## src/rtl/bcomp_pkg.sv

```systemverilog
`timescale 1ns / 1ps
`default_nettype none

package bcomp_pkg;

    // Field widths
    localparam int RAW_W   = 24;
    localparam int COEF_W  = 16;
    localparam int TEMP_W  = 15;
    localparam int PRES_W  = 17;
    localparam int CFG_IDX_W = 3;

    // Internal widths
    localparam int DT_W    = RAW_W + 1;          // signed temperature difference
    localparam int PROD_W  = DT_W + COEF_W;      // dT times a calibration word
    localparam int OFF_W   = 36;                 // offset term
    localparam int SENS_W  = 35;                 // sensitivity term
    localparam int SLO_W   = 17;                 // low unsigned slice of SENS
    localparam int SHI_W   = SENS_W - SLO_W;     // high signed slice of SENS
    localparam int PPLO_W  = RAW_W + SLO_W;
    localparam int PPHI_W  = RAW_W + 1 + SHI_W;
    localparam int FULL_W  = 60;                 // D1 * SENS
    localparam int Q_W     = FULL_W - 21;        // after the shift by 2^21
    localparam int DIFF_W  = Q_W + 1;
    localparam int PSH_W   = DIFF_W - 15;        // after the shift by 2^15

    // Register indexes
    localparam logic [CFG_IDX_W-1:0] REG_SENS        = 3'd0;
    localparam logic [CFG_IDX_W-1:0] REG_OFFSET      = 3'd1;
    localparam logic [CFG_IDX_W-1:0] REG_SENS_TEMP   = 3'd2;
    localparam logic [CFG_IDX_W-1:0] REG_OFFSET_TEMP = 3'd3;
    localparam logic [CFG_IDX_W-1:0] REG_REF_TEMP    = 3'd4;
    localparam logic [CFG_IDX_W-1:0] REG_TEMP_SLOPE  = 3'd5;

    // Output limits
    localparam logic signed [TEMP_W-1:0] TEMP_MIN = -15'sd4000;
    localparam logic signed [TEMP_W-1:0] TEMP_MAX = 15'sd8500;
    localparam logic [PRES_W-1:0]        PRES_MAX = 17'd131071;
    localparam logic signed [TEMP_W+3:0] TEMP_BASE = 19'sd2000;

    typedef struct packed {
        logic [COEF_W-1:0] sens;
        logic [COEF_W-1:0] offset;
        logic [COEF_W-1:0] sens_temp;
        logic [COEF_W-1:0] offset_temp;
        logic [COEF_W-1:0] ref_temp;
        logic [COEF_W-1:0] temp_slope;
    } bcomp_cfg_t;

    // Handoff from the coefficient section to the pressure section
    typedef struct packed {
        logic signed [TEMP_W-1:0] temp;
        logic signed [OFF_W-1:0]  off;
        logic signed [SENS_W-1:0] sens;
        logic [RAW_W-1:0]         d1;
    } bcomp_mid_t;

endpackage

`default_nettype wire

```

## src/rtl/bcomp_pres.sv

```systemverilog
`timescale 1ns / 1ps
`default_nettype none

module bcomp_pres (
    input  wire logic                          clk,
    input  wire logic                          rst_n,
    input  wire logic                          mid_valid,
    output logic                               mid_ready,
    input  wire bcomp_pkg::bcomp_mid_t         mid,
    output logic                               out_valid,
    input  wire logic                          out_ready,
    output logic signed [bcomp_pkg::TEMP_W-1:0] temperature_centi,
    output logic [bcomp_pkg::PRES_W-1:0]       pressure_pa
);
    import bcomp_pkg::*;

    logic v4_reg, v5_reg, v6_reg;
    logic adv4, adv5, adv6;

    logic [PPLO_W-1:0]         pp_lo_next, pp_lo_reg;
    logic signed [PPHI_W-1:0]  pp_hi_next, pp_hi_reg;
    logic signed [OFF_W-1:0]   off_s4_reg, off_s5_reg;
    logic signed [TEMP_W-1:0]  temp_s4_reg, temp_s5_reg, temp_s6_reg;
    logic signed [FULL_W-1:0]  full;
    logic signed [Q_W-1:0]     q_next, q_reg;
    logic signed [DIFF_W-1:0]  diff;
    logic signed [PSH_W-1:0]   p_sh;
    logic [PRES_W-1:0]         pres_next, pres_reg;

    // Sign-extend the high partial product to its place in the full word
    function automatic logic [FULL_W-SLO_W-1:0] pp_hi_next_fix(input logic signed [PPHI_W-1:0] x);
        pp_hi_next_fix = (FULL_W-SLO_W)'(x);
    endfunction

    assign adv6      = !v6_reg || out_ready;
    assign adv5      = !v5_reg || adv6;
    assign adv4      = !v4_reg || adv5;
    assign mid_ready = adv4;

    always_ff @(posedge clk or negedge rst_n)
    begin
        if (!rst_n)
        begin
            v4_reg <= 1'b0;
            v5_reg <= 1'b0;
            v6_reg <= 1'b0;
        end
        else
        begin
            if (adv4) v4_reg <= mid_valid;
            if (adv5) v5_reg <= v4_reg;
            if (adv6) v6_reg <= v5_reg;
        end
    end

    // Stage 4: D1 times SENS as two partial products
    assign pp_lo_next = PPLO_W'(mid.d1 * mid.sens[SLO_W-1:0]);
    assign pp_hi_next = $signed({1'b0, mid.d1}) * $signed(mid.sens[SENS_W-1:SLO_W]);

    // Stage 5: combine the partial products and drop 21 fraction bits
    assign full   = $signed({pp_hi_next_fix(pp_hi_reg), {SLO_W{1'b0}}})
                  + $signed({{(FULL_W-PPLO_W){1'b0}}, pp_lo_reg});
    assign q_next = full[FULL_W-1:21];

    // Stage 6: subtract the offset, drop 15 bits and saturate
    always_comb
    begin
        diff = DIFF_W'(q_reg) - DIFF_W'(off_s5_reg);
        p_sh = diff[DIFF_W-1:15];
        if (p_sh < 0)
            pres_next = '0;
        else if (p_sh > $signed({{(PSH_W-PRES_W){1'b0}}, PRES_MAX}))
            pres_next = PRES_MAX;
        else
            pres_next = p_sh[PRES_W-1:0];
    end

    always_ff @(posedge clk)
    begin
        if (adv4 && mid_valid)
        begin
            pp_lo_reg   <= pp_lo_next;
            pp_hi_reg   <= pp_hi_next;
            off_s4_reg  <= mid.off;
            temp_s4_reg <= mid.temp;
        end
        if (adv5 && v4_reg)
        begin
            q_reg       <= q_next;
            off_s5_reg  <= off_s4_reg;
            temp_s5_reg <= temp_s4_reg;
        end
        if (adv6 && v5_reg)
        begin
            pres_reg    <= pres_next;
            temp_s6_reg <= temp_s5_reg;
        end
    end

    assign out_valid         = v6_reg;
    assign temperature_centi = temp_s6_reg;
    assign pressure_pa       = pres_reg;

endmodule

`default_nettype wire

```

## config.mk

```make
export PLATFORM = sky130hd
export DESIGN_NAME = bcomp_pres
export DESIGN_NICKNAME = d
export VERILOG_FILES = /design/src/rtl/bcomp_pkg.sv /design/src/rtl/bcomp_pres.sv
export SDC_FILE = /design/constraint.sdc
export NUM_CORES = 2
export LEC_CHECK = 0
export BUFFER_PORTS_ARGS = -buffer_cell sky130_fd_sc_hd__buf_2
export CAP_MARGIN = 20
export CORE_MARGIN = 8
export CORE_UTILIZATION = 55
export DETAILED_ROUTE_END_ITERATION = 12
export GPL_TIMING_DRIVEN = 0
export MAX_ROUTING_LAYER = met4
export PLACE_DENSITY = 0.72
export REMOVE_ABC_BUFFERS = 1
export SLEW_MARGIN = 10
export SYNTH_ARGS = -nofsm -noshare
export SYNTH_HDL_FRONTEND = slang
export SYNTH_SLANG_ARGS = --single-unit
```

## constraint.sdc

```tcl
create_clock -name clk -period 5.9 [get_ports clk]
set_input_delay 0.295 -clock clk [delete_from_list [all_inputs] [get_ports clk]]
set_output_delay 0.295 -clock clk [all_outputs]
set_load 0.01 [all_outputs]
```

==> impl_metrics.yaml <==
cts:
  htreeDepth: 1
  numCtsBuffers: 22
  clockRootBuffer: "clkbuf_16"
  clock-sinks: 243
  worstSkewPairLatency_ns: 0.52
  clock_path_buffers: 3
  cts_tree: "yes"
  cts.clk_slew.worst_paths_ns: 0.06
floorplan:
  initial_utilization_pct: 55.5
  io_pins: 148
  coreArea_um2: 67000
  rows: 95
  die_x_um: 276
  dieHeight_um: 276
  die_area_um2: 76200
critical_path:
  cp.required_ns: 6.14
  crit_buf_inv: 4
  start_kind: "input port"
  worstPathMaxFanout: 18
  cp_num_cells: 21
  r2r-start: "off_s5_reg[9]$_DFFE_PP_"
  crit_arrival_ns: 6.27
  crit_type: "input port to flip-flop"
  worstPathCellList: "buf_16 > and2_4 > fa_1 > fa_1 > fa_1 > fa_1 > fa_1 > inv_2 > fa_1 > inv_2 > ha_4 > and4_1 > a221oi_2 > o31ai_4 > a211oi_4 > o21ai_4 > o41ai_4 > buf_6 > o211a_4 > o21bai_4 > xnor2_4"
  slowest_stage: "fa_1"
  critPathCaptureType: "flip-flop"
  cp-endpoint: "pp_lo_reg[40]$_DFFE_PP_"
  path_common_cell: "fa_1"
  r2r-end: "pressure_pa[1]$_SDFFCE_PN0P_"
  slowest_delay_ns: 0.54
  path_delay_family: "adder cells"
  r2r_cells: 12
  rrSetupSlack_ns: 1.90
  startpoint: "mid[5]"
yosys:
  synth_cell_types: 69
  synth-edff-count: 240
  netlist_instances: 3834
  synth_mux_area_share_pct: 0
  netlist_top_cells_area: "fa_1, edfxtp_1, ha_1"
  synthFlopType: "edfxtp_1"
  yosysTopAreaCell: "fa_1"
  synth-xor-area-share_pct: 2.71
  avgSynthCellArea_um2: 9.70
  synthSimpleGateAreaFrac_pct: 14.3
  seq_area_frac_synth_pct: 19.6
  synth_seq_cells: 243
  ys_async_sr_fraction_pct: 1.23
  synth_compound_area_share_pct: 5.38
  synth_top_family_by_area: "adder cells"
  synth_area_um2: 37200
  synthAdderAreaFrac_pct: 47.3
  synth_warnings: 0
  synth.top_cell.area_share_pct: 36.5
placement:
  io_buffers: 147
  gp_congestion: 0.885
  dp_hpwl_um: 63500
  pre_cts_slack_ns: -2.18
  place_inst: 4694
global_route:
  grt_max_degree: 68
  grt_pass1_vias: 28391
  track_usage_pct: 25.1
  grt_pass1_wl_um: 150000
  antenna_found_initial: 5
  grt.overflow.total: 0
route:
  drc_errors: 0
  wire_per_inst_um: 20.1
  ant_nets: 0
  post_drt_via_cell_ratio: 5.52
  firstDrtPassIters: 7
  vias: 26821
  first_iter_violations: 2048
  wl_um: 97800
sta:
  setup-violations-final: 9
  rsz0062_at_grt: "true"
  slew_headroom_pct: 41.4
  slew_viol_final: 0
  fmax_ghz: 0.166
  worstMarginPinSlew_ns: 0.873
  min_period_over_period_pct: 102
  setup_tns_ns: -0.493
  clock_skew_ns: 0.0146
  finalHoldViolations: 0
  layout_min_cycle_time_ns: 6.03
  fin_ws_ns: -0.134
layout:
  stdcell_count: 4861
  layout_commonest_cell: "inv_1"
  ff_latch_area_um2: 7280
  layout.nets: 5081
  largest_reg_flops: 43
  multiInputGateArea_um2: 26700
  syn_to_final_growth_pct: 14.8
  drive_gt1_share_pct: 10.7
  fillCellCount: 5280
  mostFrequentLayoutCells: "inv_1, fa_1, nand2_1"
flow_run:
  cap_violations: 0
worst_hold_path:
  holdCritStartpoint: "out_ready"
  hold_path_class: "input port to flip-flop"
status:
  status: "finished, violations left"
  violations: "negative setup slack"
==> metrics by stage <==
step / instance area [µm²] / hold slack, ns / utilization [%]
finish: 42700 / 0.0867 / 63.7
global route: 42700 / 0.0906 / 63.7
CTS: 41200 / 0.0618 / 61.5
detailed placement: 38500 / 0.0950 / 57.4
global placement: 38400 / 0.0931 / 57.3
floorplan: 36600 / -0.000591 / -
==> Yosys cell counts, types with 37 or more instances <==
library cell and count:
a21oi_1 100, nor2_1 96, o21ai_0 41, inv_1 899, xor2_1 37, fa_1 679, ha_1 319, edfxtp_1 240
xnor2_1 78, nand2_1 558, a21o_1 43, clkbuf_1 157, and2_1 330
==> final cells by class <==
cell class                 instances  area share (%)
multi-input combinational       2530            62.6
timing repair inverter             1          0.0176
clock buffer                      24            1.36
timing repair buffer             272            8.08
tap                              873            2.56
inverter                         899            7.91
sequential                       243            17.1
clock inverter                    16           0.381
antenna                            3          0.0176
==> worst min-delay path by stage <==
stage                            endpoint  slack [ns]  depth (start not counted)
floorplan           out_valid$_DFFE_PN0P_     -0.0006                          0
global placement    out_valid$_DFFE_PN0P_        0.09                          1
detailed placement  out_valid$_DFFE_PN0P_        0.09                          1
CTS                 out_valid$_DFFE_PN0P_        0.06                          3
global route           v5_reg$_DFFE_PN0P_        0.09                          2
finish              out_valid$_DFFE_PN0P_        0.09                          3
==> metal layers <==
metal  wire [µm]  global-route usage [%]
met2       45900                    41.1
met4        4700                    8.89
met5           0                       -
met1       38100                    31.8
met3        9050                    3.98
==> tightest hold or removal path: stages <==
cell and delay [ns]:
buf_2 0.08, nand2b_1 0.11, nand2b_1 0.06
==> timing repair <==
item	CTS	global route
setup endpoints to repair	40	26
cloned	10	22
setup buffers	16	24
hold buffers	53	0
pin swaps	33	95
gates resized for setup	249	168
endpoints found under the hold margin	55	0
==> logic make-up (layout without fill, tap and decap cells) <==
kind of cell    after synthesis  count (layout)
flops                       243             243
simple gates               1118            1118
buf+inv                    1061            1212
fa+ha+maj                   998             998
xor+xnor                    115             115
compound gates              299             299
other cells                   0               3
Power is left out: the tool's default activity adds up to more than one toggle a clock period on the data nets, which glitch-free logic cannot reach.
