===== config.mk =====
export PLATFORM = sky130hd
export DESIGN_NAME = bcomp_coef
export DESIGN_NICKNAME = d
export VERILOG_FILES = /design/src/rtl/bcomp_pkg.sv /design/src/rtl/bcomp_coef.sv
export SDC_FILE = /design/constraint.sdc
export NUM_CORES = 2
export LEC_CHECK = 0
export CORE_UTILIZATION = 45
export DETAILED_ROUTE_END_ITERATION = 10
export DONT_BUFFER_PORTS = 1
export GPL_ROUTABILITY_DRIVEN = 0
export GPL_TIMING_DRIVEN = 0
export PLACE_DENSITY = 0.69
export SLEW_MARGIN = 20
export SYNTH_ARGS = -nofsm -noshare
export SYNTH_HDL_FRONTEND = slang
export SYNTH_SLANG_ARGS = --single-unit

===== constraint.sdc =====
create_clock -name clk -period 6.6 [get_ports clk]
set_input_delay 0.99 -clock clk [delete_from_list [all_inputs] [get_ports clk]]
set_output_delay 0.99 -clock clk [all_outputs]
set_load 0.05 [all_outputs]

===== src/rtl/bcomp_pkg.sv =====
`timescale 1ns / 1ps
`default_nettype none

package bcomp_pkg;

    // Field widths
    localparam int RAW_W   = 24;
    localparam int COEF_W  = 16;
    localparam int TEMP_W  = 15;
    localparam int PRES_W  = 17;
    localparam int CFG_IDX_W = 3;

    // Internal widths
    localparam int DT_W    = RAW_W + 1;          // signed temperature difference
    localparam int PROD_W  = DT_W + COEF_W;      // dT times a calibration word
    localparam int OFF_W   = 36;                 // offset term
    localparam int SENS_W  = 35;                 // sensitivity term
    localparam int SLO_W   = 17;                 // low unsigned slice of SENS
    localparam int SHI_W   = SENS_W - SLO_W;     // high signed slice of SENS
    localparam int PPLO_W  = RAW_W + SLO_W;
    localparam int PPHI_W  = RAW_W + 1 + SHI_W;
    localparam int FULL_W  = 60;                 // D1 * SENS
    localparam int Q_W     = FULL_W - 21;        // after the shift by 2^21
    localparam int DIFF_W  = Q_W + 1;
    localparam int PSH_W   = DIFF_W - 15;        // after the shift by 2^15

    // Register indexes
    localparam logic [CFG_IDX_W-1:0] REG_SENS        = 3'd0;
    localparam logic [CFG_IDX_W-1:0] REG_OFFSET      = 3'd1;
    localparam logic [CFG_IDX_W-1:0] REG_SENS_TEMP   = 3'd2;
    localparam logic [CFG_IDX_W-1:0] REG_OFFSET_TEMP = 3'd3;
    localparam logic [CFG_IDX_W-1:0] REG_REF_TEMP    = 3'd4;
    localparam logic [CFG_IDX_W-1:0] REG_TEMP_SLOPE  = 3'd5;

    // Output limits
    localparam logic signed [TEMP_W-1:0] TEMP_MIN = -15'sd4000;
    localparam logic signed [TEMP_W-1:0] TEMP_MAX = 15'sd8500;
    localparam logic [PRES_W-1:0]        PRES_MAX = 17'd131071;
    localparam logic signed [TEMP_W+3:0] TEMP_BASE = 19'sd2000;

    typedef struct packed {
        logic [COEF_W-1:0] sens;
        logic [COEF_W-1:0] offset;
        logic [COEF_W-1:0] sens_temp;
        logic [COEF_W-1:0] offset_temp;
        logic [COEF_W-1:0] ref_temp;
        logic [COEF_W-1:0] temp_slope;
    } bcomp_cfg_t;

    // Handoff from the coefficient section to the pressure section
    typedef struct packed {
        logic signed [TEMP_W-1:0] temp;
        logic signed [OFF_W-1:0]  off;
        logic signed [SENS_W-1:0] sens;
        logic [RAW_W-1:0]         d1;
    } bcomp_mid_t;

endpackage

`default_nettype wire


===== src/rtl/bcomp_coef.sv =====
`timescale 1ns / 1ps
`default_nettype none

module bcomp_coef (
    input  wire logic                        clk,
    input  wire logic                        rst_n,
    input  wire bcomp_pkg::bcomp_cfg_t       cfg,
    input  wire logic                        in_valid,
    output logic                             in_ready,
    input  wire logic [bcomp_pkg::RAW_W-1:0] raw_pressure,
    input  wire logic [bcomp_pkg::RAW_W-1:0] raw_temperature,
    output logic                             mid_valid,
    input  wire logic                        mid_ready,
    output bcomp_pkg::bcomp_mid_t            mid
);
    import bcomp_pkg::*;

    logic v1_reg, v2_reg, v3_reg;
    logic adv1, adv2, adv3;

    logic signed [DT_W-1:0]   dt_next, dt_reg;
    logic [RAW_W-1:0]         d1_s1_reg, d1_s2_reg;
    logic signed [PROD_W-1:0] pt_next, po_next, ps_next;
    logic signed [PROD_W-1:0] pt_reg, po_reg, ps_reg;
    logic signed [TEMP_W+3:0] temp_raw;
    bcomp_mid_t               mid_next, mid_reg;

    // Advance a stage when it is empty or the one after it moves
    assign adv3     = !v3_reg || mid_ready;
    assign adv2     = !v2_reg || adv3;
    assign adv1     = !v1_reg || adv2;
    assign in_ready = adv1;

    always_ff @(posedge clk or negedge rst_n)
    begin
        if (!rst_n)
        begin
            v1_reg <= 1'b0;
            v2_reg <= 1'b0;
            v3_reg <= 1'b0;
        end
        else
        begin
            if (adv1) v1_reg <= in_valid;
            if (adv2) v2_reg <= v1_reg;
            if (adv3) v3_reg <= v2_reg;
        end
    end

    // Stage 1: temperature difference
    assign dt_next = $signed({1'b0, raw_temperature}) - $signed({1'b0, cfg.ref_temp, 8'b0});

    // Stage 2: dT times the three temperature coefficients
    assign pt_next = dt_reg * $signed({1'b0, cfg.temp_slope});
    assign po_next = dt_reg * $signed({1'b0, cfg.offset_temp});
    assign ps_next = dt_reg * $signed({1'b0, cfg.sens_temp});

    // Stage 3: temperature, offset and sensitivity
    always_comb
    begin
        temp_raw = TEMP_BASE + (TEMP_W+4)'($signed(pt_reg[PROD_W-1:23]));
        if (temp_raw < (TEMP_W+4)'(TEMP_MIN))
            mid_next.temp = TEMP_MIN;
        else if (temp_raw > (TEMP_W+4)'(TEMP_MAX))
            mid_next.temp = TEMP_MAX;
        else
            mid_next.temp = temp_raw[TEMP_W-1:0];
        mid_next.off  = $signed({3'b0, cfg.offset, 17'b0})
                      + OFF_W'($signed(po_reg[PROD_W-1:6]));
        mid_next.sens = $signed({3'b0, cfg.sens, 16'b0})
                      + SENS_W'($signed(ps_reg[PROD_W-1:7]));
        mid_next.d1   = d1_s2_reg;
    end

    always_ff @(posedge clk)
    begin
        if (adv1 && in_valid)
        begin
            dt_reg    <= dt_next;
            d1_s1_reg <= raw_pressure;
        end
        if (adv2 && v1_reg)
        begin
            pt_reg    <= pt_next;
            po_reg    <= po_next;
            ps_reg    <= ps_next;
            d1_s2_reg <= d1_s1_reg;
        end
        if (adv3 && v2_reg)
            mid_reg <= mid_next;
    end

    assign mid_valid = v3_reg;
    assign mid       = mid_reg;

endmodule

`default_nettype wire


==> impl_metrics.json <==
{
  "final_routed_wire_length_divided_by_cell_count_um": 21.0,
  "area_growth_syn_to_layout_pct": 12.6,
  "route.detailed.vias_per_inst": 5.24,
  "path_cells": "clkbuf_4, clkbuf_2, nand2_1, fa_1, fa_1, fa_1, inv_1, fa_1, fa_1, inv_1, fa_1, inv_1, ha_4, a21oi_2, a21boi_2, nor3_4, o22ai_2, a211o_4, buf_6, nand4_4, a21oi_4, or4b_4, o311ai_4",
  "synth_ff_type": "sky130_fd_sc_hd__edfxtp_1",
  "critical_path.reg2reg.endpoint": "po_reg[34]",
  "tightestPinTransition_ps": 815,
  "clock_skew_ps": 23.2,
  "postRouteWirelength_mm": 150,
  "core.rowCount": 124,
  "first_iter_violations": 2899,
  "crit_cells": 23,
  "drtPass1Iterations": 7,
  "fmax_mhz": 149,
  "worstSetupEndpoint": "po_reg[36]",
  "ys_async_sr_fraction": 0.0110,
  "first_global_vias": 40258,
  "clkSinkCount": 273,
  "syn_nets": 7040,
  "yosysMostFrequentCell": "sky130_fd_sc_hd__inv_1",
  "multiInputGateArea_mm2": 0.0390,
  "layout-drive-gt1-share": 0.104,
  "critical_path.startpoint_type": "input port",
  "insertion_delay_to_the_later_sink_of_the_worst_skew_pair_ps": 600,
  "maxSlewViolCount": 0,
  "layout.area.seq_mm2": 0.00818,
  "synthesis.yosys.warnings": 0,
  "hold_path.class": "input port to asynchronous set/reset pin",
  "synthesis.area_per_instance_um2": 9.73,
  "clockBufferDepth": 3,
  "seq_total_area_yosys": 0.156,
  "grt_first_pass_wirelength_mm": 231,
  "largest_register_ffs": 110,
  "final_period_minus_worst_setup_slack_ps": 6730,
  "cp_max_fo": 10,
  "worst-r2r-cell-count": 25,
  "clock-root-buffer": "sky130_fd_sc_hd__clkbuf_16",
  "cts_hold_repair.buffers": 0,
  "slew_headroom": 0.452,
  "critical_path.top_delay_family": "adder cells",
  "fin_nets": 7209,
  "netlist_top_cells_area": "sky130_fd_sc_hd__fa_1, sky130_fd_sc_hd__edfxtp_1, sky130_fd_sc_hd__inv_1",
  "synth_largest_area_cell": "sky130_fd_sc_hd__fa_1",
  "number_of_instances_in_the_synthesized_netlist": 5393,
  "failed_checks": "negative setup slack",
  "placement.io_buffers": 0,
  "critPathLaunch": "cfg[35]",
  "cts_inserted_buffers": 35,
  "max_cap_violations": 0,
  "final_layout_fill_cell_count": 10101,
  "cts_tree": "built",
  "timing.critical_path.arrival_ps": 7160,
  "design.die.area_mm2": 0.118,
  "critical_path_required_ps": 7030,
  "yosysUniqueCellTypes": 80,
  "status": "finished with violations",
  "dp.final_hpwl_mm": 122,
  "ctsHtreeMaxLevel": 2,
  "crit_path_top_delay_cell": "sky130_fd_sc_hd__or4b_4",
  "worst-r2r-setup-slack_ps": -130,
  "initial_core_util": 0.456,
  "grt_max_degree": 51,
  "number_of_flops_mapped_to_enable_cells_by_yosys": 270,
  "crit_path_max_incr_delay_ps": 560,
  "setup_viol": 13,
  "globalRouteTotalUtil": 0.261,
  "path_clk_slew_ps": 60,
  "worst_r2r_startpoint": "dt_reg[7]",
  "core_mm2": 0.115,
  "yosys-top-cells-count": "sky130_fd_sc_hd__inv_1, sky130_fd_sc_hd__fa_1, sky130_fd_sc_hd__nand2_1",
  "dieHeight_um": 343,
  "post_synthesis_cell_area_mm2": 0.0525,
  "post-route-drc-count": 0,
  "grt_setup_unrepaired": "true",
  "antenna_found_initial": 21,
  "die_x_um": 343,
  "route.vias.total": 37280,
  "timing_hold_violations_final": 0,
  "min_period_over_period": 1.02,
  "fin_hold_ws_ps": 78.8,
  "top_level_port_count": 260,
  "setup.worst_path.class": "input port to flip-flop",
  "critPathCaptureType": "flip-flop",
  "yosys.area.top_type_share": 0.441,
  "synth.ff_latch_count": 273,
  "ant_nets": 0,
  "worst-path-buf-inv": 6,
  "grt-ovfl-total": 0,
  "crit_top_cell": "sky130_fd_sc_hd__fa_1",
  "setup_ws_ps": -130
}
==> cell families after synthesis <==
| family | share of synthesized area |
|---|---|
| adders and majority gates | 0.523 |
| muxes | 0.000191 |
| and+or+nand+nor | 0.138 |
| AOI/OAI and AO/OA | 0.0383 |
| xor gates and xnor gates | 0.0255 |
| buffers and inverters | 0.119 |
| DFF | 0.156 |
==> cell usage in the layout, fill, tap and decap left out, types with 15 or more instances in the layout <==
cell	count
sky130_fd_sc_hd__buf_4	113
sky130_fd_sc_hd__diode_2	17
sky130_fd_sc_hd__and2_4	20
sky130_fd_sc_hd__nor3_1	36
sky130_fd_sc_hd__nor2b_1	19
sky130_fd_sc_hd__buf_12	15
sky130_fd_sc_hd__edfxtp_1	270
sky130_fd_sc_hd__nand2_1	778
sky130_fd_sc_hd__and2_1	448
sky130_fd_sc_hd__clkbuf_16	50
sky130_fd_sc_hd__nor2_1	83
sky130_fd_sc_hd__inv_1	1383
sky130_fd_sc_hd__ha_4	20
sky130_fd_sc_hd__a21oi_1	72
sky130_fd_sc_hd__and3_1	19
sky130_fd_sc_hd__buf_8	18
sky130_fd_sc_hd__clkbuf_8	33
sky130_fd_sc_hd__buf_6	30
sky130_fd_sc_hd__nand3_1	37
sky130_fd_sc_hd__fa_1	1126
sky130_fd_sc_hd__clkbuf_1	63
sky130_fd_sc_hd__a21o_1	25
sky130_fd_sc_hd__o21bai_1	16
sky130_fd_sc_hd__o21ai_0	38
sky130_fd_sc_hd__clkbuf_2	41
sky130_fd_sc_hd__inv_2	37
sky130_fd_sc_hd__fa_2	29
sky130_fd_sc_hd__xnor2_1	104
sky130_fd_sc_hd__clkbuf_4	30
sky130_fd_sc_hd__xor2_1	40
sky130_fd_sc_hd__ha_1	323
==> per-layer routing <==
layer  vias up  track usage  wire [um]
met3       510       0.0675      16000
met1     18730        0.321      55400
met5         -            0         65
met2      1860        0.424      69300
met4        10        0.135       8830
li1      16170            -          -
==> timing repair <==
action                     CTS  global route
cloned                       0             2
gates resized for setup    340           293
setup buffers               72            58
setup endpoints to repair   73            48
pin swaps                   95           148
==> layout make-up <==
cell class	count	share of cell area
timing repair buffer	137	0.0227
sequential	273	0.138
multi-input combinational	3456	0.659
clock inverter	28	0.00606
clock buffer	36	0.0149
buffer	237	0.0353
inverter	1422	0.0905
antenna	17	0.000720
tap	1512	0.0320
==> how the worst min path moves through the flow <==
| stage | endpoint | cells after the start | slack (ps) |
|---|---|---|---|
| floorplan | d1_s2_reg[0] | 0 | 400 |
| global placement | d1_s2_reg[15] | 0 | 400 |
| detailed placement | mid[0] | 0 | 400 |
| CTS | mid_valid | 0 | 40 |
| global route | v2_reg | 0 | 50 |
| finish | mid_valid | 0 | 80 |
==> through the flow <==
stage               TNS [ps]  setup WS, ps  area [um2]  utilization  cells
finish                  -791          -130       59100        0.514   7118
global route           -4890          -327       59100        0.514   7105
CTS                    -2050          -237       57900        0.503   7044
detailed placement    -71990         -1680       54800        0.477   6910
global placement      -67600         -1590       54700        0.476   6905
floorplan               -246         -76.8       52800            -   5393
Power is left out: the tool's default activity adds up to more than one toggle a clock period on the data nets, which glitch-free logic cannot reach.
